File: src/quadratic_root_solver_macros.svh
// Assertion macros for the quadratic root solver.
// Included by the modules that check their own logic; no other dependencies.
`ifndef QUADRATIC_ROOT_SOLVER_MACROS_SVH
`define QUADRATIC_ROOT_SOLVER_MACROS_SVH
`ifndef SYNTH
`define QRS_ASSERT(lbl, clk, rst_n, prop, msg) \
  lbl: assert property (@(posedge clk) disable iff (!rst_n) (prop)) else $error(msg);
`define QRS_ASSERT_IMP(lbl, clk, rst_n, ante, cons, msg) \
  lbl: assert property (@(posedge clk) disable iff (!rst_n) (ante) |-> (cons)) \
    else $error(msg);
`else
`define QRS_ASSERT(lbl, clk, rst_n, prop, msg)
`define QRS_ASSERT_IMP(lbl, clk, rst_n, ante, cons, msg)
`endif
`endif

File: src/qrs_pkg.sv
// Shared types and constants for the quadratic root solver.
// No dependencies; imported by every module of the block.
package qrs_pkg;

  typedef enum logic [2:0] {
    KIND_TWO_REAL = 3'd0,
    KIND_DOUBLE   = 3'd1,
    KIND_COMPLEX  = 3'd2,
    KIND_LINEAR   = 3'd3,
    KIND_NONE     = 3'd4
  } root_kind_t;

  localparam int SQ_STAGES  = 25;
  localparam int DIV_STAGES = 32;

  localparam logic [31:0] Q_MAX = 32'h7fff_ffff;
  localparam logic [31:0] Q_MIN = 32'h8000_0000;

  // One classified transaction as it waits between front and back
  typedef struct packed {
    root_kind_t         kind;
    logic [32:0]        dmag;  // |b*b - 4ac|, Q16.16 raw
    logic signed [15:0] den;   // divisor: a, b, or one
    logic signed [32:0] base;  // -b*2^15, or -c*2^16 for the linear case
  } q_item_t;

endpackage

File: src/qrs_front.sv
// Front end: accepts coefficients, forms the discriminant and classifies.
// Depends on qrs_pkg; pushes into the queue.
module qrs_front import qrs_pkg::*; (
  input  logic               clk,
  input  logic               rst_n,
  input  logic               in_valid,
  output logic               in_stall,
  input  logic signed [15:0] in_coef_a,
  input  logic signed [15:0] in_coef_b,
  input  logic signed [15:0] in_coef_c,
  output logic               push,
  output q_item_t            push_item,
  input  logic               q_full,
  input  logic               q_pop
);

  logic               v_r;
  logic signed [15:0] a_r, b_r, c_r;
  logic signed [31:0] bb_r, ac_r;
  logic               can_push;
  logic               load;
  logic signed [33:0] disc;
  logic        [33:0] dneg;
  logic        [32:0] bsh, csh;

  assign can_push = !q_full || q_pop;
  assign in_stall = v_r && !can_push;
  assign push     = v_r && can_push;
  assign load     = !in_stall;

  always_ff @(posedge clk) begin
    if (!rst_n) begin
      v_r <= 1'b0;
    end else if (load) begin
      v_r <= in_valid;
    end
  end

  always_ff @(posedge clk) begin
    if (load && in_valid) begin
      a_r  <= in_coef_a;
      b_r  <= in_coef_b;
      c_r  <= in_coef_c;
      bb_r <= in_coef_b * in_coef_b;
      ac_r <= in_coef_a * in_coef_c;
    end
  end

  assign disc = $signed({{2{bb_r[31]}}, bb_r} - {ac_r, 2'b00});
  assign dneg = -disc;
  assign bsh  = {{2{b_r[15]}}, b_r, 15'b0};
  assign csh  = {c_r[15], c_r, 16'b0};

  always_comb begin
    push_item.dmag = disc[33] ? dneg[32:0] : disc[32:0];
    push_item.den  = a_r;
    push_item.base = $signed(-bsh);
    if (a_r == 16'sd0) begin
      push_item.dmag = '0;
      if (b_r != 16'sd0) begin
        push_item.kind = KIND_LINEAR;
        push_item.den  = b_r;
        push_item.base = $signed(-csh);
      end else begin
        // keep the divider away from zero; both numerators are zero
        push_item.kind = KIND_NONE;
        push_item.den  = 16'sd1;
        push_item.base = '0;
      end
    end else if (disc[33]) begin
      push_item.kind = KIND_COMPLEX;
    end else if (disc == 34'sd0) begin
      push_item.kind = KIND_DOUBLE;
    end else begin
      push_item.kind = KIND_TWO_REAL;
    end
  end

endmodule

File: config.mk
export PLATFORM = sky130hd
export DESIGN_NAME = qrs_front
export DESIGN_NICKNAME = d
export VERILOG_FILES = /design/src/quadratic_root_solver_macros.svh /design/src/qrs_pkg.sv /design/src/qrs_front.sv
export SDC_FILE = /design/constraint.sdc
export NUM_CORES = 2
export LEC_CHECK = 0
export ABC_AREA = 1
export BUFFER_PORTS_ARGS = -buffer_cell sky130_fd_sc_hd__buf_2
export CORE_UTILIZATION = 28
export CTS_CLUSTER_DIAMETER = 120
export DETAILED_ROUTE_END_ITERATION = 10
export GPL_TIMING_DRIVEN = 1
export PLACE_DENSITY_LB_ADDON = 0.15
export SETUP_SLACK_MARGIN = 0.02
export SLEW_MARGIN = 20
export SYNTH_ARGS = -nofsm -noshare
export SYNTH_HDL_FRONTEND = slang
export SYNTH_SLANG_ARGS = --single-unit
File: constraint.sdc
create_clock -name clk -period 14.56 [get_ports clk]
set_input_delay 2.184 -clock clk [delete_from_list [all_inputs] [get_ports clk]]
set_output_delay 2.184 -clock clk [all_outputs]
set_load 0.05 [all_outputs]
Word level (Yosys, flattened, before mapping)
Index checks and enable logic that the tools add are counted.

Reductions and logical operators: 10. Muxes and demuxes: 7. $add $sub $neg: 4. Multipliers: 2.

Operator list (number): negation 33 bit (3); 2-to-1 mux 82 bit (1); multiplier 16 x 16 -> 32 bit (2); 2-to-1 mux 49 bit (1); zero test 34 bit (1); subtractor 34 bit (1); 2-to-1 mux 33 bit (1); zero test 16 bit (1); nonzero test 16 bit (1); 2-to-1 mux 3 bit (2); logical AND 1 bit (3); zero test 1 bit (3); 2-to-1 mux 2 bit (1); logical OR 1 bit (1); 2-to-1 mux 1 bit (1).

Bits in registers: 113. Input port bits: 53.

Depth between registers and ports, before layout
Depth in word-level cells: 6. Gate-level depth with buffers: 27. Depth with buffers taken out: 26.

Worst setup path after synthesis
Ideal clock, no wire load.

Kind: input port to flip-flop. Start point: input port in_coef_b[15]. End point: register bb_r[29], data pin. Slack: 6.774 ns. Data required time: 14.296 ns. Stages: 21. Buffers on the path: 2. Setup time: 0.264 ns. Arrival time: 7.522 ns. Cell sequence: clkbuf_1 -> clkbuf_1 -> nand2_1 -> fa_1 -> inv_1 -> fa_1 -> inv_1 -> fa_1 -> fa_1 -> fa_1 -> fa_1 -> inv_1 -> ha_1 -> nand2_1 -> nor4_1 -> nand3_1 -> nand3_1 -> nand3_1 -> nand2_1 -> a31oi_1 -> xor2_1.

Word-level cells in the longest chain between the ends: 1.

Ends and longest elaborated chain: from (decl) (RTL line qrs_front.sv:9) `input logic signed [15:0] in_coef_b,`; multiplier 16 x 16 -> 32 bit (RTL line qrs_front.sv:44) `bb_r <= in_coef_b * in_coef_b;`; to (signal assigned) (RTL line qrs_front.sv:44); to (decl) (RTL line qrs_front.sv:19) `logic signed [31:0] bb_r, ac_r;`.

No other way between the ends. A chain may end at the register's enable or synchronous reset.

Worst setup path after layout
Start point: input port in_coef_c[1]. End point: register ac_r[28], data pin.

Word-level cells in the longest chain between the ends: 1.

Ends and longest elaborated chain: from (decl) (RTL line qrs_front.sv:10) `input logic signed [15:0] in_coef_c,`; multiplier 16 x 16 -> 32 bit (RTL line qrs_front.sv:45) `ac_r <= in_coef_a * in_coef_c;`; to (signal assigned) (RTL line qrs_front.sv:45); to (decl) (RTL line qrs_front.sv:19).

No other way between the ends.

==> out/results.md <==
### Outcome
* result of the run: completed

### Clock network
* hold-fix buffers at CTS: 0
* Sink Count: 111
* Root Buffer: sky130_fd_sc_hd__clkbuf_16
* clk slew on worst S/H paths: 0.09 ns
* post-cts sizing count: 0
* clock tree from TritonCTS: done
* maximum level of the CTS H-tree: 3
* count of buffers added by post-CTS timing repair for setup: 0
* clock latency on the worst-skew pair: 0.40 ns
* clock tree buffer depth: 2
* TritonCTS buffer count: 9

### Yosys
* count of yosys warnings during synthesis: 0
* synth unique cells: 57
* most used standard cell by instance count after synthesis: sky130_fd_sc_hd__inv_1
* portion of the post-synthesis area used by sequential elements: 0.123
* gate count of the mapped netlist: 3354
* post-synth top area cell: sky130_fd_sc_hd__fa_1
* area share of the leading cell type in the synthesized netlist: 0.370
* number of synthesized flops with an enable pin: 110
* ys flop type: sky130_fd_sc_hd__edfxtp_1
* async set-reset flop share out of synthesis: 0
* synthesis-stage register bit count: 111
* post-synthesis area per instance: 8.02 sq um
* largest cells by area after synthesis: sky130_fd_sc_hd__fa_1 37%, sky130_fd_sc_hd__inv_1 14%, sky130_fd_sc_hd__edfxtp_1 12%, sky130_fd_sc_hd__nand2_1 9.7%, sky130_fd_sc_hd__ha_1 9.4%
* synthesized cell area: 26900 sq um
* synth cell count leaders: 1006 x sky130_fd_sc_hd__inv_1, 697 x sky130_fd_sc_hd__nand2_1, 497 x sky130_fd_sc_hd__fa_1

### STA
* final count of hold timing violations: 0
* worst setup skew after layout: 0.00728 ns
* number of pins exceeding their max-slew limit in the final report: 0
* Period Utilization, post-route: 0.559
* total negative slack: 0 ns
* setup violation total in the final timing report: 0
* Max Clk Rate: 123 MHz
* minimum period implied by the final worst setup slack: 8.14 ns
* Slew headroom: 0.194
* setup repair after global routing missed its margin: false
* Tightest Pin Transition: 1.20 ns

### Layout
* FILL cells: 10397
* Area Overhead vs Synth: 7.67%
* NumNets Final: 4142
* Ant. Diodes: 0
* share of layout cells above drive strength 1: 0.0616
* non-filler cells in the finished layout: 4659

### Placement
* DPL Wire Length: 66600 microns
* Routability Congestion: 0.871
* Cells after DPL: 4643
* count of input and output buffers: 124

### Setup path
* critical path buffer and inverter count: 4
* cells along the critical path: buf_2, nand2_1, inv_1, fa_1, fa_1, fa_1, fa_1, fa_1, inv_1, fa_1, inv_1, ha_1, nand2_1, nor4_1, nand3_1, nand3_1, a31o_2, a31oi_1, xnor2_1
* register-to-register setup slack: 12.17 ns
* startpoint type of the worst setup path: input pin
* Most common cell on crit path: sky130_fd_sc_hd__fa_1
* largest incremental delay on the critical path: 0.90 ns
* Critical Path Fanout Max: 17
* r2r startpoint: v_r$_SDFFE_PN0N_
* worst reg2reg path depth: 4
* Data arrival, critical path: 8.30 ns
* required time of the critical path: 14.72 ns
* RR Endpoint: a_r[12]$_DFFE_PP_
* kind of cell adding the most delay to the critical path: adder cells
* sort of element at the end of the critical path: register
* crit path max-delay cell type: sky130_fd_sc_hd__fa_1
* critical path start-end classification: in2reg

### Detailed routing
* DRC violation total after the first TritonRoute iteration: 1081
* drc violations: 0
* via count: 20273
* sum of routed wire length over all layers: 78700 microns
* per-cell routed wire length: 16.9 microns
* number of nets still failing antenna checks after routing: 0
* first-pass detailed-route iteration total: 5
* ratio of routed vias to standard cells: 4.35

### Global routing
* global-route wire length before repair: 125000 microns
* total routing resource utilization after global routing: 0.168
* largest net degree at the start of global routing: 60
* number of global-route vias before repair: 21624
* number of antenna violations at the first check in global routing: 2
* total grt overflow: 0

### Floorplanning
* effective utilization at floorplan: 0.283
* Std-Cell Core Area: 95200 sq um
* vertical die dimension: 312 microns
* die footprint: 97400 sq um
* DIE WIDTH: 312 microns
* std cell rows: 113
* top-level port count: 140

### Hold path
* class of the tightest hold or removal check: reg2reg
* hold wc startpoint: v_r$_SDFFE_PN0N_
* terminating pin of the worst hold path: v_r$_SDFFE_PN0N_
* worst hold path stage count: 2

### Run
* max-cap viol count: 0

[routing by layer]
layer  vias to the layer above  track usage  wire length [microns]
met2                       370        0.284                  37800
met5                         -            0                      0
li1                       9829            -                      -
met4                         0       0.0316                   1500
met1                     10000        0.228                  36200
met3                        74       0.0246                   3250
[layout make-up]
class,instances,area (sq um),area share
Inverter,1017,3820,0.132
Sequential cell,111,3320,0.115
Tap cell,1265,1580,0.0546
Clock inverter,7,61.3,0.00212
Multi-Input combinational cell,2122,19300,0.667
Timing Repair Buffer,128,651,0.0225
Clock buffer,9,225,0.00777
[registers in the layout, indices dropped and copies added (netlist names)]
signal  count
bb_r       30
ac_r       32
b_r        16
c_r        16
v_r         1
a_r        16
[through the flow]
stage                     hold slack [ns]   util  instance area (sq um)  setup WS (ns)
after global routing                0.606  0.305                  29000           6.09
final                               0.547  0.305                  29000           6.42
after detailed placement            0.545  0.301                  28700           6.06
after floorplan                     0.511      -                  27000           6.77
after global placement              0.557  0.301                  28700           5.95
after CTS                           0.558  0.305                  29000           6.49
[cell usage in the layout, fill, tap and decap left out, drive strengths merged, types with 2 or more instances in the layout]
cell type	instances
nor2	156
o221ai	3
a21o	8
edfxtp	110
conb	15
nand4	14
nand3b	10
o21bai	11
nand3	81
o22ai	4
clkinv	5
xnor2	41
nor3	33
inv	1018
fa	497
ha	203
clkbuf	9
a211oi	4
a31oi	11
nor4	5
o21ai	82
o21a	12
xor2	61
o211ai	2
a21boi	5
a31o	3
o31ai	2
or2	7
a21oi	121
nand2	721
nor3b	3
buf	128
[worst register-to-register path: stages, from the launching register on]
cell and delay (ns):
sky130_fd_sc_hd__dfxtp_1 0.31, sky130_fd_sc_hd__nand3_1 0.10, sky130_fd_sc_hd__nand2_1 0.12, sky130_fd_sc_hd__inv_4 0.55
sky130_fd_sc_hd__buf_4 0.88
[how the worst max path moves through the flow]
stage / startpoint / endpoint / slack, ns / depth (start not counted)
2_1_floorplan: in_coef_b[15] / bb_r[29]$_DFFE_PP_ / 6.77 / 21
3_3_place_gp: in_coef_c[1] / ac_r[28]$_DFFE_PP_ / 5.95 / 19
3_5_place_dp: in_coef_c[1] / ac_r[28]$_DFFE_PP_ / 6.06 / 19
4_1_cts: in_coef_c[1] / ac_r[28]$_DFFE_PP_ / 6.49 / 19
5_1_grt: in_coef_b[15] / bb_r[31]$_DFFE_PP_ / 6.09 / 22
6_report: in_coef_c[1] / ac_r[28]$_DFFE_PP_ / 6.42 / 19
[logic make-up after synthesis]
family                   synth area share
AO/OA/AOI/OAI                      0.0579
buffers and inverters               0.161
flip-flops                          0.123
AND/OR/NAND/NOR                     0.160
adder cells (fa/ha/maj)             0.464
XOR/XNOR                           0.0332
other                            0.000139
Power is left out: the tool's default activity adds up to more than one toggle a clock period on the data nets, which glitch-free logic cannot reach.
