[config.mk]
export PLATFORM = sky130hd
export DESIGN_NAME = qrs_queue
export DESIGN_NICKNAME = d
export VERILOG_FILES = /design/src/qrs_pkg.sv /design/src/qrs_queue.sv
export VERILOG_INCLUDE_DIRS = /design/src /design/src/src
export SDC_FILE = /design/constraint.sdc
export NUM_CORES = 1
export LEC_CHECK = 0
export BUFFER_PORTS_ARGS = -buffer_cell sky130_fd_sc_hd__buf_2
export CORE_ASPECT_RATIO = 0.75
export CORE_MARGIN = 3
export CORE_UTILIZATION = 51
export DETAILED_ROUTE_END_ITERATION = 10
export PLACE_DENSITY = 0.8
export RECOVER_POWER = 100
export REMOVE_ABC_BUFFERS = 1
export SKIP_CTS_REPAIR_TIMING = 1
export SLEW_MARGIN = 20
export SYNTH_ARGS = -nofsm -noshare
export SYNTH_HDL_FRONTEND = slang
export SYNTH_SLANG_ARGS = --single-unit
export TNS_END_PERCENT = 5
[constraint.sdc]
create_clock -name clk -period 3.1 [get_ports clk]
set_input_delay 0.31 -clock clk [delete_from_list [all_inputs] [get_ports clk]]
set_output_delay 0.31 -clock clk [all_outputs]
set_load 0.02 [all_outputs]
[src/quadratic_root_solver_macros.svh]
// Assertion macros for the quadratic root solver.
// Included by the modules that check their own logic; no other dependencies.
`ifndef QUADRATIC_ROOT_SOLVER_MACROS_SVH
`define QUADRATIC_ROOT_SOLVER_MACROS_SVH
`ifndef SYNTH
`define QRS_ASSERT(lbl, clk, rst_n, prop, msg) \
  lbl: assert property (@(posedge clk) disable iff (!rst_n) (prop)) else $error(msg);
`define QRS_ASSERT_IMP(lbl, clk, rst_n, ante, cons, msg) \
  lbl: assert property (@(posedge clk) disable iff (!rst_n) (ante) |-> (cons)) \
    else $error(msg);
`else
`define QRS_ASSERT(lbl, clk, rst_n, prop, msg)
`define QRS_ASSERT_IMP(lbl, clk, rst_n, ante, cons, msg)
`endif
`endif

[src/qrs_pkg.sv]
// Shared types and constants for the quadratic root solver.
// No dependencies; imported by every module of the block.
package qrs_pkg;

  typedef enum logic [2:0] {
    KIND_TWO_REAL = 3'd0,
    KIND_DOUBLE   = 3'd1,
    KIND_COMPLEX  = 3'd2,
    KIND_LINEAR   = 3'd3,
    KIND_NONE     = 3'd4
  } root_kind_t;

  localparam int SQ_STAGES  = 25;
  localparam int DIV_STAGES = 32;

  localparam logic [31:0] Q_MAX = 32'h7fff_ffff;
  localparam logic [31:0] Q_MIN = 32'h8000_0000;

  // One classified transaction as it waits between front and back
  typedef struct packed {
    root_kind_t         kind;
    logic [32:0]        dmag;  // |b*b - 4ac|, Q16.16 raw
    logic signed [15:0] den;   // divisor: a, b, or one
    logic signed [32:0] base;  // -b*2^15, or -c*2^16 for the linear case
  } q_item_t;

endpackage

[src/qrs_queue.sv]
// Short transaction queue between front and back.
// Depends on qrs_pkg and the assertion macro header.
`include "quadratic_root_solver_macros.svh"
module qrs_queue import qrs_pkg::*; #(
  parameter int DEPTH = 4
) (
  input  logic    clk,
  input  logic    rst_n,
  input  logic    push,
  input  q_item_t wr_item,
  input  logic    pop,
  output q_item_t rd_item,
  output logic    empty,
  output logic    full
);

  localparam int PW = (DEPTH > 1) ? $clog2(DEPTH) : 1;
  localparam int CW = $clog2(DEPTH + 1);

  q_item_t         mem_r [DEPTH];
  logic [PW-1:0]   wr_ptr_r, rd_ptr_r;
  logic [CW-1:0]   cnt_r;

  assign empty   = (cnt_r == CW'(0));
  assign full    = (cnt_r == CW'(DEPTH));
  assign rd_item = mem_r[rd_ptr_r];

  function automatic logic [PW-1:0] bump(input logic [PW-1:0] p);
    return (p == PW'(DEPTH - 1)) ? '0 : p + 1'b1;
  endfunction

  always_ff @(posedge clk) begin
    if (!rst_n) begin
      wr_ptr_r <= '0;
      rd_ptr_r <= '0;
      cnt_r    <= '0;
    end else begin
      if (push) wr_ptr_r <= bump(wr_ptr_r);
      if (pop)  rd_ptr_r <= bump(rd_ptr_r);
      if (push && !pop)      cnt_r <= cnt_r + 1'b1;
      else if (pop && !push) cnt_r <= cnt_r - 1'b1;
    end
  end

  always_ff @(posedge clk) begin
    if (push) mem_r[wr_ptr_r] <= wr_item;
  end

  `QRS_ASSERT_IMP(a_no_overrun, clk, rst_n, push, !full || pop, "queue overrun")
  `QRS_ASSERT_IMP(a_no_underrun, clk, rst_n, pop, !empty, "queue underrun")
  `QRS_ASSERT_IMP(a_fill, clk, rst_n, push && !pop, ##1 cnt_r == $past(cnt_r) + 1'b1,
    "queue count did not advance on push")
  `QRS_ASSERT(a_ptr_gap, clk, rst_n,
    (wr_ptr_r == rd_ptr_r) == (empty || full), "queue pointers disagree with count")

endmodule

**After elaboration in Yosys (flattened, before gate mapping)**

Memory sizes are Yosys's and may differ from the RTL's. A register that Yosys moved wholly into a read port is not among the register bits.
Cells that the tools add are included.

- Register bits: 7
- Bits in writable memories: 340
- Input port bits: 89
- Output and inout bits: 87
- Logic and storage cells: 25
- Memories kept: 1

- Add/subtract/negate cells: 4
- Equal/unequal tests: 3
- Multiplexer cells: 8
- Reductions and logical operators: 6

Memory list:

| memory | depth | bits a word | read ports | clocked after memory_dff | wr ports | line | source |
|---|---|---|---|---|---|---|---|
| mem_r | 4 | 85 | 1 | 1 | 1 | qrs_queue.sv:20 | `q_item_t mem_r [DEPTH];` |

Operator list:

| kind | number |
|---|---|
| 2-bit two-way mux | 4 |
| 3-bit two-way mux | 2 |
| 2-bit by 1-bit adder with 2-bit output (second input constant) | 2 |
| 2-bit == test (second input constant) | 2 |
| 3-bit by 1-bit adder with 3-bit output (second input constant) | 1 |
| 3-bit == test (second input constant) | 1 |
| 3-bit zero test | 1 |
| 3-bit by 1-bit subtractor with 3-bit output (second input constant) | 1 |
| 1-bit logical AND | 2 |
| 1-bit zero test | 2 |
| 1-bit two-way mux | 2 |
| 2-bit nonzero test | 1 |

**Longest topological paths before layout**

Gate-level depths: netlist (run 1).

- Word-level depth: 4
- Mapped depth: 7
- Gate-level depth less buffers: 7

**Worst setup path after synthesis (run 1)**

No wires, ideal clock.

- Path type: register to register
- Start point: register wr_ptr_r[0]
- End point: memory mem_r[3][0] (netlist name) (enable)
- Arrival time: 2.522 ns
- Required time: 2.648 ns
- Setup slack: 0.125 ns
- Cell stages (with the launch flop): 3
- Clock period less this slack: 2.975 ns
- Cells stage by stage: dfxtp_1 ha_1 and2_1

RTL lines:

| item | line | source |
|---|---|---|
| from (decl) | qrs_queue.sv:21 | `logic [PW-1:0] wr_ptr_r, rd_ptr_r;` |
| from (signal assigned) | qrs_queue.sv:38 | `if (push) wr_ptr_r <= bump(wr_ptr_r);` |
| to (decl) | qrs_queue.sv:20 |  |

Straight into the memory's write port.

**Worst setup path in the final report (run 1)**

- Start point: register wr_ptr_r[1]
- End point: memory mem_r[1][1] (netlist name) (enable)

Straight into the memory's write port.

==> impl_results.md, run 1 <==
* Die height at 143 um
* Antenna violations before repair at 2
* CTS Buffer Depth at 3
* Crit-path max cell delay at 1210 ps
* Synth cell types at 23
* Layout Utilization at 0.610
* Routed Antenna Nets at 0
* Vias post-DR at 5777
* Tmin final at 2570 ps
* DR iter-0 viols at 357
* Buf+Inv Stages, Crit Path at 2
* Startpoint Class: flip-flop
* Clk_skew at 8.60 ps
* Drt pass-1 iters at 4
* Starting Density at 0.526
* Top-area cell type share of the netlist area at 0.799
* Max_slew headroom at -0.0757
* Status: finished with violations
* Worst-Margin Slew at 1610 ps
* Synth Area per Inst at 26.2 sq um
* Final #Nets at 788
* Share of layout cells above drive strength 1 at 0.207
* Cells after Synth at 488
* CTS tree: yes
* Critical path type: reg2reg
* Chip width at 189 um
* LEAKAGE at 0.00458 uW
* CP top delay family: buffers and inverters
* Final Cycle Share at 0.828
* PwrDens at 687 nW/um^2
* DRC Markers at 0
* Vias in the first global route at 6319
* Wire per inst at 22.6 um
* Netlist Area Pre-Place at 12800 sq um
* GRT Overall Usage at 0.178
* Total gr overflow at 0
* First-pass GRT wire length at 36500 um
* Std cell rows at 49
* IO Count at 176
* Final setup TNS at 0 ps
* I/O Buffers at 175
* Root Buffer: clkbuf_16
* Worst Setup End Kind: flip-flop
* Number of CTS-inserted buffers at 34
* Final Max Slew Viols at 50
* Data arrival time of the worst path at 2660 ps
* Synth area leader: edfxtp_1
* Slowest CP cell: clkbuf_1
* Sequential fraction of the synthesis area at 0.813
* Via density at 5.52
* Violated checks: capacitance limit, slew limit
* Worst-Skew Late Latency at 500 ps
* Fmax at 390 MHz
* VDD IR max at 0.000518 V
* Clock transition at the registers of the reported paths at 60 ps
* Final hold vios at 0
* Seq cells post-synth at 349
* Full die area at 27000 sq um
* Antenna diode count at 0
* Clk sinks at 349
* Hold Crit Class: in2reg
* Core area at 24300 sq um
* Largest cells by area after synthesis: edfxtp_1, mux4_2, dfxtp_1, buf_12, ha_1
* Worst-path cell chain: inv_1 -> ha_1 -> and2_4 -> clkbuf_1
* Largest net degree at the start of global routing at 49
* Max_cap viols at 2
* Critical path peak fanout at 25
* Final Setup Violations at 0
* H-Tree Depth at 2
* Routed WL at 23600 um
* Yosys warnings at 0
* Data required time of the worst path at 3190 ps
* Post-DP HPWL at 14600 um
* P&R area growth vs syn at 15.8%
* RSZ-0062 raised after global routing: false
* GP Congestion at 0.791
[worst paths after layout]
kind	from	endpoint	slack (ps)	depth (start not counted)
setup / recovery	wr_ptr_r[1]$_SDFFE_PN0P_	mem_r[1][1]$_DFFE_PP_	530	4
hold / removal	wr_item[76]	mem_r[0][76]$_DFFE_PP_	60	1
setup reg to reg	wr_ptr_r[1]$_SDFFE_PN0P_	mem_r[1][1]$_DFFE_PP_	530	4
hold reg to reg	cnt_r[2]$_SDFFE_PN0P_	cnt_r[2]$_SDFFE_PN0P_	530	2
[worst reg2reg max path, stage by stage, from the launching register on]
cell and delay (ps):
dfxtp_1 340, inv_1 100, ha_1 150, and2_4 350
clkbuf_1 1220
[registers in the layout (all words and copies together), names as in the netlist, named ones only]
register,cells
wr_ptr_r,2
rd_ptr_r,2
cnt_r,3
mem_r,340
[kinds of logic after synthesis]
family / count (synthesis) / synth area share
AO/OA/AOI/OAI: 3 / 0.00157
XOR/XNOR: 2 / 0.00137
adder cells (fa/ha/maj): 7 / 0.00744
buffers and inverters: 23 / 0.0165
flip-flops: 349 / 0.813
multiplexers: 89 / 0.153
AND/OR/NAND/NOR: 15 / 0.00705
[layer usage]
layer	track usage	part of all wire	up-vias
met4	0.0423	0.018	4
met2	0.287	0.49	241
li1	-	-	2503
met1	0.246	0.40	2985
met3	0.0520	0.093	44
met5	0	0.0011	-
[report_power, final]
part / switching [uW] / internal, uW / total (uW)
registers: 79.1 / 5410 / 5490
clock network: 1580 / 2180 / 3760
logic: 584 / 338 / 923
total: 2240 / 7930 / 10200
[cells in the mapped netlist (all sizes together)]
cell type and number:
xnor2 1, buf 19, edfxtp 340, fa 1
nor2 1, o21ai 1, xor2 1, or3 1
ha 6, dfxtp 9, o21a 1, nor3 2
mux2i 4, inv 4, a21boi 1, and2 5
nor2b 5, nor3b 1, mux4 85
[layout make-up]
class,count,area (sq um)
Fill cell,1759,9480
Sequential cell,349,10400
Multi-Input combinational cell,116,2190
Clock buffer,51,978
Timing Repair Buffer,187,769
Inverter,4,15.0
Clock inverter,9,38.8
Tap cell,331,414
[through the flow]
step	setup slack (ps)	instance area [sq um]	total power, uW	std cells	hold WS (ps)
floorplan	-1500	12600	6190	469	409
global route	331	14800	10600	1047	65.0
global placement	1090	14100	6530	987	481
detailed placement	1070	14100	6580	987	521
finish	534	14800	10200	1047	57.8
CTS	519	15100	10400	1047	-6.27
[layout by cell type, fill, tap and decap left out, drive strengths merged]
cell | synthesis | final
nor2b | 5 | 5
o21a | 1 | 1
o21ai | 1 | 1
edfxtp | 340 | 340
nor2 | 1 | 1
xnor2 | 1 | 1
inv | 4 | 4
ha | 6 | 6
clkinv | 0 | 9
buf | 19 | 12
clkbuf | 0 | 226
mux2i | 4 | 4
nor3b | 1 | 1
or3 | 1 | 1
fa | 1 | 1
dfxtp | 9 | 9
and2 | 5 | 5
mux4 | 85 | 85
a21boi | 1 | 1
xor2 | 1 | 1
nor3 | 2 | 2
Power figures use the tool's default switching activity.
==> run 2: changes to the inputs <==
- clock period: 3.1 -> 2.15 ns (I/O delays scaled with it)
==> run 2 against run 1 <==
  * The flow finishes with violations (setup timing)
  * Clock power grew 51%
  * Largest cell class unchanged
  * Clock skew rose by 6.4 ps
  * Hold slack worse by 34 ps
  * Non-clock buffer count up 94
  * Setup slack got worse by 540 ps
  * Largest power group unchanged
  * Critical endpoint is now rd_item[9]
  * Count of clock-buffer cells in the layout is 7 lower
==> impl_results.md, run 2 (synthesized netlist as in run 1, its figures left out) <==
* Power, Total at 15300 uW (+51%)
* GRT Overall Usage at 0.175 (-0.00316)
* Post-placement cell count at 982 (-0.51%)
* Wire per inst at 23.8 um (+5.5%)
* DRC Markers at 0 (unchanged)
* PwrDens at 943 nW/um^2 (+37%)
* Post-DP HPWL at 13400 um (-8.7%)
* Std cell rows at 49 (unchanged)
* Final hold vios at 0 (unchanged)
* Layout Utilization at 0.669 (+0.0594)
* Starting Density at 0.526 (unchanged)
* Fillers at 1567 (-11%)
* Startpoint Class: flip-flop
* Worst-Margin Slew at 929 ps (-684 ps)
* Routed Antenna Nets at 0 (unchanged)
* VDD IR max at 0.000655 V (+27%)
* IO Count at 176 (unchanged)
* Largest net degree at the start of global routing at 86 (+76%)
* Data required time of the worst path at 1930 ps (-1260 ps)
* GP Congestion at 0.713 (-10%)
* CTS Buffer Depth at 3 (unchanged)
* Via density at 5.47 (-0.82%)
* Status: finished with violations
* Chip width at 189 um (unchanged)
* Violated checks: setup timing
* Critical R2R Launch: wr_ptr_r[0]$_SDFFE_PN0P_
* Root Buffer: clkbuf_16
* Setup slack after placement at 345 ps (-730 ps)
* Die height at 143 um (unchanged)
* Core area at 24300 sq um (unchanged)
* LEAKAGE at 0.00536 uW (+17%)
* Number of CTS-inserted buffers at 34 (unchanged)
* Drt pass-1 iters at 7 (+3)
* Tmin final at 2160 ps
* Commonest non-fill, non-tap cells in the layout: edfxtp_1, clkbuf_1, mux4_2, dlygate4sd3_1, buf_2
* Worst-path cell chain: buf_12 -> buf_12 -> mux4_2 -> buf_2
* Worst Setup End Kind: primary output
* Final Cycle Share at 1.00
* Worst Hold Launch: rst_n
* Top flop regs: mem_r x340, cnt_r x3
* Max_slew headroom at 0.381 (+0.456)
* H-Tree Depth at 2 (unchanged)
* CTS tree: yes
* Slowest CP cell: mux4_2
* Fmax at 463 MHz
* Data arrival time of the worst path at 1940 ps (-720 ps)
* Full die area at 27000 sq um (unchanged)
* Non-Filler Instances at 1141 (+9.0%)
* Routed WL at 27100 um (+15%)
* Antenna violations before repair at 1 (-1)
* Critical path peak fanout at 8 (-68%)
* I/O Buffers at 175 (unchanged)
* Critical path type: reg2out
* DR iter-0 viols at 472 (+32%)
* Share of layout cells above drive strength 1 at 0.298 (+0.0912)
* Top reg by flops: mem_r
* RSZ-0062 raised after global routing: true
* Clock transition at the registers of the reported paths at 60 ps (about the same)
* Worst-Skew Late Latency at 490 ps (about the same)
* Total gr overflow at 0 (unchanged)
* Max FFs per register at 340 (unchanged)
* Commonest non-fill, non-tap cell in the layout: edfxtp_1
* Final Setup Violations at 1 (+1)
* Vias in the first global route at 6324 (+0.079%)
* First-pass GRT wire length at 36100 um (-1.1%)
* Final setup margin at -7.70 ps (-542 ps)
* P&R area growth vs syn at 27.1%
* Max_cap viols at 0 (-2)
* Final Max Slew Viols at 0 (-100%)
* Final #Nets at 882 (+12%)
* Crit-path max cell delay at 520 ps (-690 ps)
* Critical Path Most Common Cell: buf_12
* Vias post-DR at 6244 (+8.1%)
* Clk_skew at 15.0 ps (+6.42 ps)
* Hold Worst Slack at 24.2 ps (-33.6 ps)
* Hold Crit Class: in2reg
* Clk sinks at 349 (unchanged)
## run 2: changes by cell type in the layout (fill, tap and decap cells not counted), sizes merged
cell,change
buf,+91
clkbuf,-89
clkinv,+4
diode,+1
dlygate4sd3,+85
bufinv,+2
## run 2: final cells by class
| cell class | count | area (sq um) | share of cell area |
|---|---|---|---|
| antenna | 1 | 2.50 | 0.000154 |
| clock buffer | 44 | 952 | 0.0586 |
| clock inverter | 15 | 120 | 0.00740 |
| inverter | 4 | 15.0 | 0.000924 |
| multi-input combinational | 116 | 2180 | 0.134 |
| sequential | 349 | 10400 | 0.640 |
| tap | 331 | 414 | 0.0255 |
| timing repair buffer | 281 | 2160 | 0.133 |
## run 2: worst paths after layout
path / slack, ps / cells past startpoint / end
setup / recovery: -8 / 4 / rd_item[9]
hold / removal: 20 / 2 / wr_ptr_r[1]$_SDFFE_PN0P_
setup reg to reg: 220 / 3 / mem_r[3][44]$_DFFE_PP_
hold reg to reg: 540 / 2 / cnt_r[2]$_SDFFE_PN0P_
## run 2: through the flow
stage,cell area [sq um],TNS (ps)
4_1_cts,15100,-5120
3_5_place_dp,14000,0
6_report,16200,-7.70
3_3_place_gp,14000,0
5_1_grt,16200,-1770
2_1_floorplan,12600,-478210
## run 2: critical path, delay by kind of cell, from the launching register on
| kind | cells | cell delay [ps] |
|---|---|---|
| muxes | 1 | 520 |
| DFF | 1 | 400 |
| buffers and inverters | 3 | 520 |
## run 2: where the power goes
group | internal [uW] | switching, uW
combinational | 781 | 958
clock | 3360 | 2330
sequential | 7800 | 91.8
total | 11900 | 3380
## run 2: metal layers
metal,vias up,global-route usage,part of all wire
met5,-,0,0
met2,248,0.287,0.51
met4,0,0.0431,0.017
met1,3255,0.224,0.40
met3,38,0.0685,0.075
li1,2703,-,-
==> run 3: changes to the inputs <==
- PLACE_DENSITY: 0.8 -> 0.75
==> run 3 against run 2 <==
  * The run now ends clean
  * Global-route usage hardly changed
  * Utilization fell by 0.26 points
  * Die area did not move
  * Critical path depth unchanged
  * Register-to-register slack worse by 100 ps
  * First-iteration DRC count fell by 31%
  * Hold slack better by 8.4 ps
  * Largest cell class unchanged
==> impl_results.md, run 3 (synthesized netlist as in run 1, its figures left out) <==
* Non-Filler Instances at 1149 (+0.70%)
* Full die area at 27000 sq um (unchanged)
* Hold path cells at 2 (unchanged)
* Clk sinks at 349 (unchanged)
* First-pass GRT wire length at 36000 um (-0.34%)
* GP Congestion at 0.753 (+5.7%)
* Commonest non-fill, non-tap cells in the layout: edfxtp_1, clkbuf_1, mux4_2, dlygate4sd3_1, buf_2
* Hold Crit Class: in2reg
* Clk_skew at 13.2 ps (-1.87 ps)
* Top flop regs: mem_r x340, cnt_r x3
* LEAKAGE at 0.00535 uW (about the same)
* Via density at 5.39 (-1.4%)
* GRT Overall Usage at 0.174 (-0.000282)
* PwrDens at 932 nW/um^2 (-1.2%)
* Vias in the first global route at 6247 (-1.2%)
* Total gr overflow at 0 (unchanged)
* Final Max Slew Viols at 0 (unchanged)
* Worst-Margin Slew at 573 ps (-356 ps)
* CTS tree: yes
* DRC Markers at 0 (unchanged)
* Fillers at 1578 (+0.70%)
* Share of layout cells above drive strength 1 at 0.311 (+0.0134)
* RSZ-0062 raised after global routing: true
* Top reg by flops: mem_r
* R2R cell count at 4 (+1)
* Routed WL at 25300 um (-6.9%)
* I/O Buffers at 175 (unchanged)
* Core area at 24300 sq um (unchanged)
* Tmin final at 2120 ps (-34.2 ps)
* Max FFs per register at 340 (unchanged)
* Wire per inst at 22.0 um (-7.6%)
* Std cell rows at 49 (unchanged)
* Die height at 143 um (unchanged)
* Commonest non-fill, non-tap cell in the layout: edfxtp_1
* Post-placement cell count at 989 (+0.71%)
* DR iter-0 viols at 324 (-31%)
* Max_slew headroom at 0.618 (+0.237)
* Chip width at 189 um (unchanged)
* Largest net degree at the start of global routing at 36 (-58%)
* Data required time of the worst path at 1930 ps (about the same)
* Layout Utilization at 0.666 (-0.00258)
* IO Count at 176 (unchanged)
* Worst Setup End Kind: primary output
* Critical path type: reg2out
* Root Buffer: clkbuf_16
* Starting Density at 0.526 (unchanged)
* P&R area growth vs syn at 26.6%
* CTS Buffer Depth at 3 (unchanged)
* VDD IR max at 0.000740 V (+13%)
* Status: completed
* Number of CTS-inserted buffers at 34 (unchanged)
* Worst-Skew Late Latency at 500 ps (about the same)
* Multi-input gate area at 2180 sq um (+0.29%)
* Routed Antenna Nets at 0 (unchanged)
* Critical path peak fanout at 8 (unchanged)
* Final hold vios at 0 (unchanged)
* Final Setup Violations at 0 (-1)
* H-Tree Depth at 2 (unchanged)
* Post-DP HPWL at 14300 um (+6.7%)
* Drt pass-1 iters at 4 (-3)
* Final #Nets at 891 (+1.0%)
* Startpoint Class: flip-flop
* Fmax at 471 MHz (+1.6%)
* Data arrival time of the worst path at 1910 ps (-30 ps)
* Antenna violations before repair at 2 (+1)
* Register area at 10400 sq um (unchanged)
* Clock transition at the registers of the reported paths at 60 ps (about the same)
* Max_cap viols at 0 (unchanged)
* Final Cycle Share at 0.988 (-0.0159)
* Power, Total at 15100 uW (-1.6%)
* Vias post-DR at 6198 (-0.74%)
==> run 3: cell types whose count changed in the layout (fill, tap and decap cells not counted), sizes merged <==
cell	delta
bufinv	-1
clkinvlp	+2
diode	+1
buf	+6
==> run 3: worst max-delay path: stages, from the launching register on <==
cell and delay [ps]:
dfxtp_4 400, buf_6 150, buf_12 140, mux4_2 540, buf_2 180
==> run 3: metal layers <==
layer,track usage,up-vias,share of wire
met1,0.227,3223,0.40
met3,0.0623,38,0.082
met4,0.0403,2,0.014
met2,0.289,225,0.50
met5,0,-,0.00051
li1,-,2710,-
==> run 3: report_power, final <==
group          internal (uW)  total [uW]  switching (uW)  leakage [uW]
clock                   3220        5530            2310      0.000510
sequential              7790        7880            85.3       0.00320
combinational            750        1670             923       0.00165
total                  11800       15100            3320       0.00535
==> run 3: layout make-up <==
cell class	instances	share of cell area
diodes	2	0.000309
clock buffers	41	0.0582
clock inverters	16	0.00626
inverters	4	0.000928
multi-input cells	116	0.135
flip-flops and latches	349	0.643
well taps	331	0.0256
repair buffers	290	0.131
==> run 3: worst paths after layout <==
path                       startpoint                     end  slack [ps]
min reg2reg     cnt_r[2]$_SDFFE_PN0P_   cnt_r[2]$_SDFFE_PN0P_         550
min                             rst_n               flip-flop          30
max reg2reg  wr_ptr_r[0]$_SDFFE_PN0P_  mem_r[2][59]$_DFFE_PP_         120
max                         flip-flop             rd_item[31]          30
==> run 3: through the flow <==
| stage | TNS (ps) | hold slack, ps | cell area (sq um) | setup slack [ps] |
|---|---|---|---|---|
| finish | 0 | 32.6 | 16200 | 26.5 |
| global route | -1000 | 45.5 | 16200 | -40.1 |
| CTS | -2230 | -91.6 | 15200 | -104 |
| detailed placement | 0 | 434 | 14200 | 299 |
| global placement | 0 | 423 | 14200 | 387 |
| floorplan | -478210 | 314 | 12600 | -2360 |
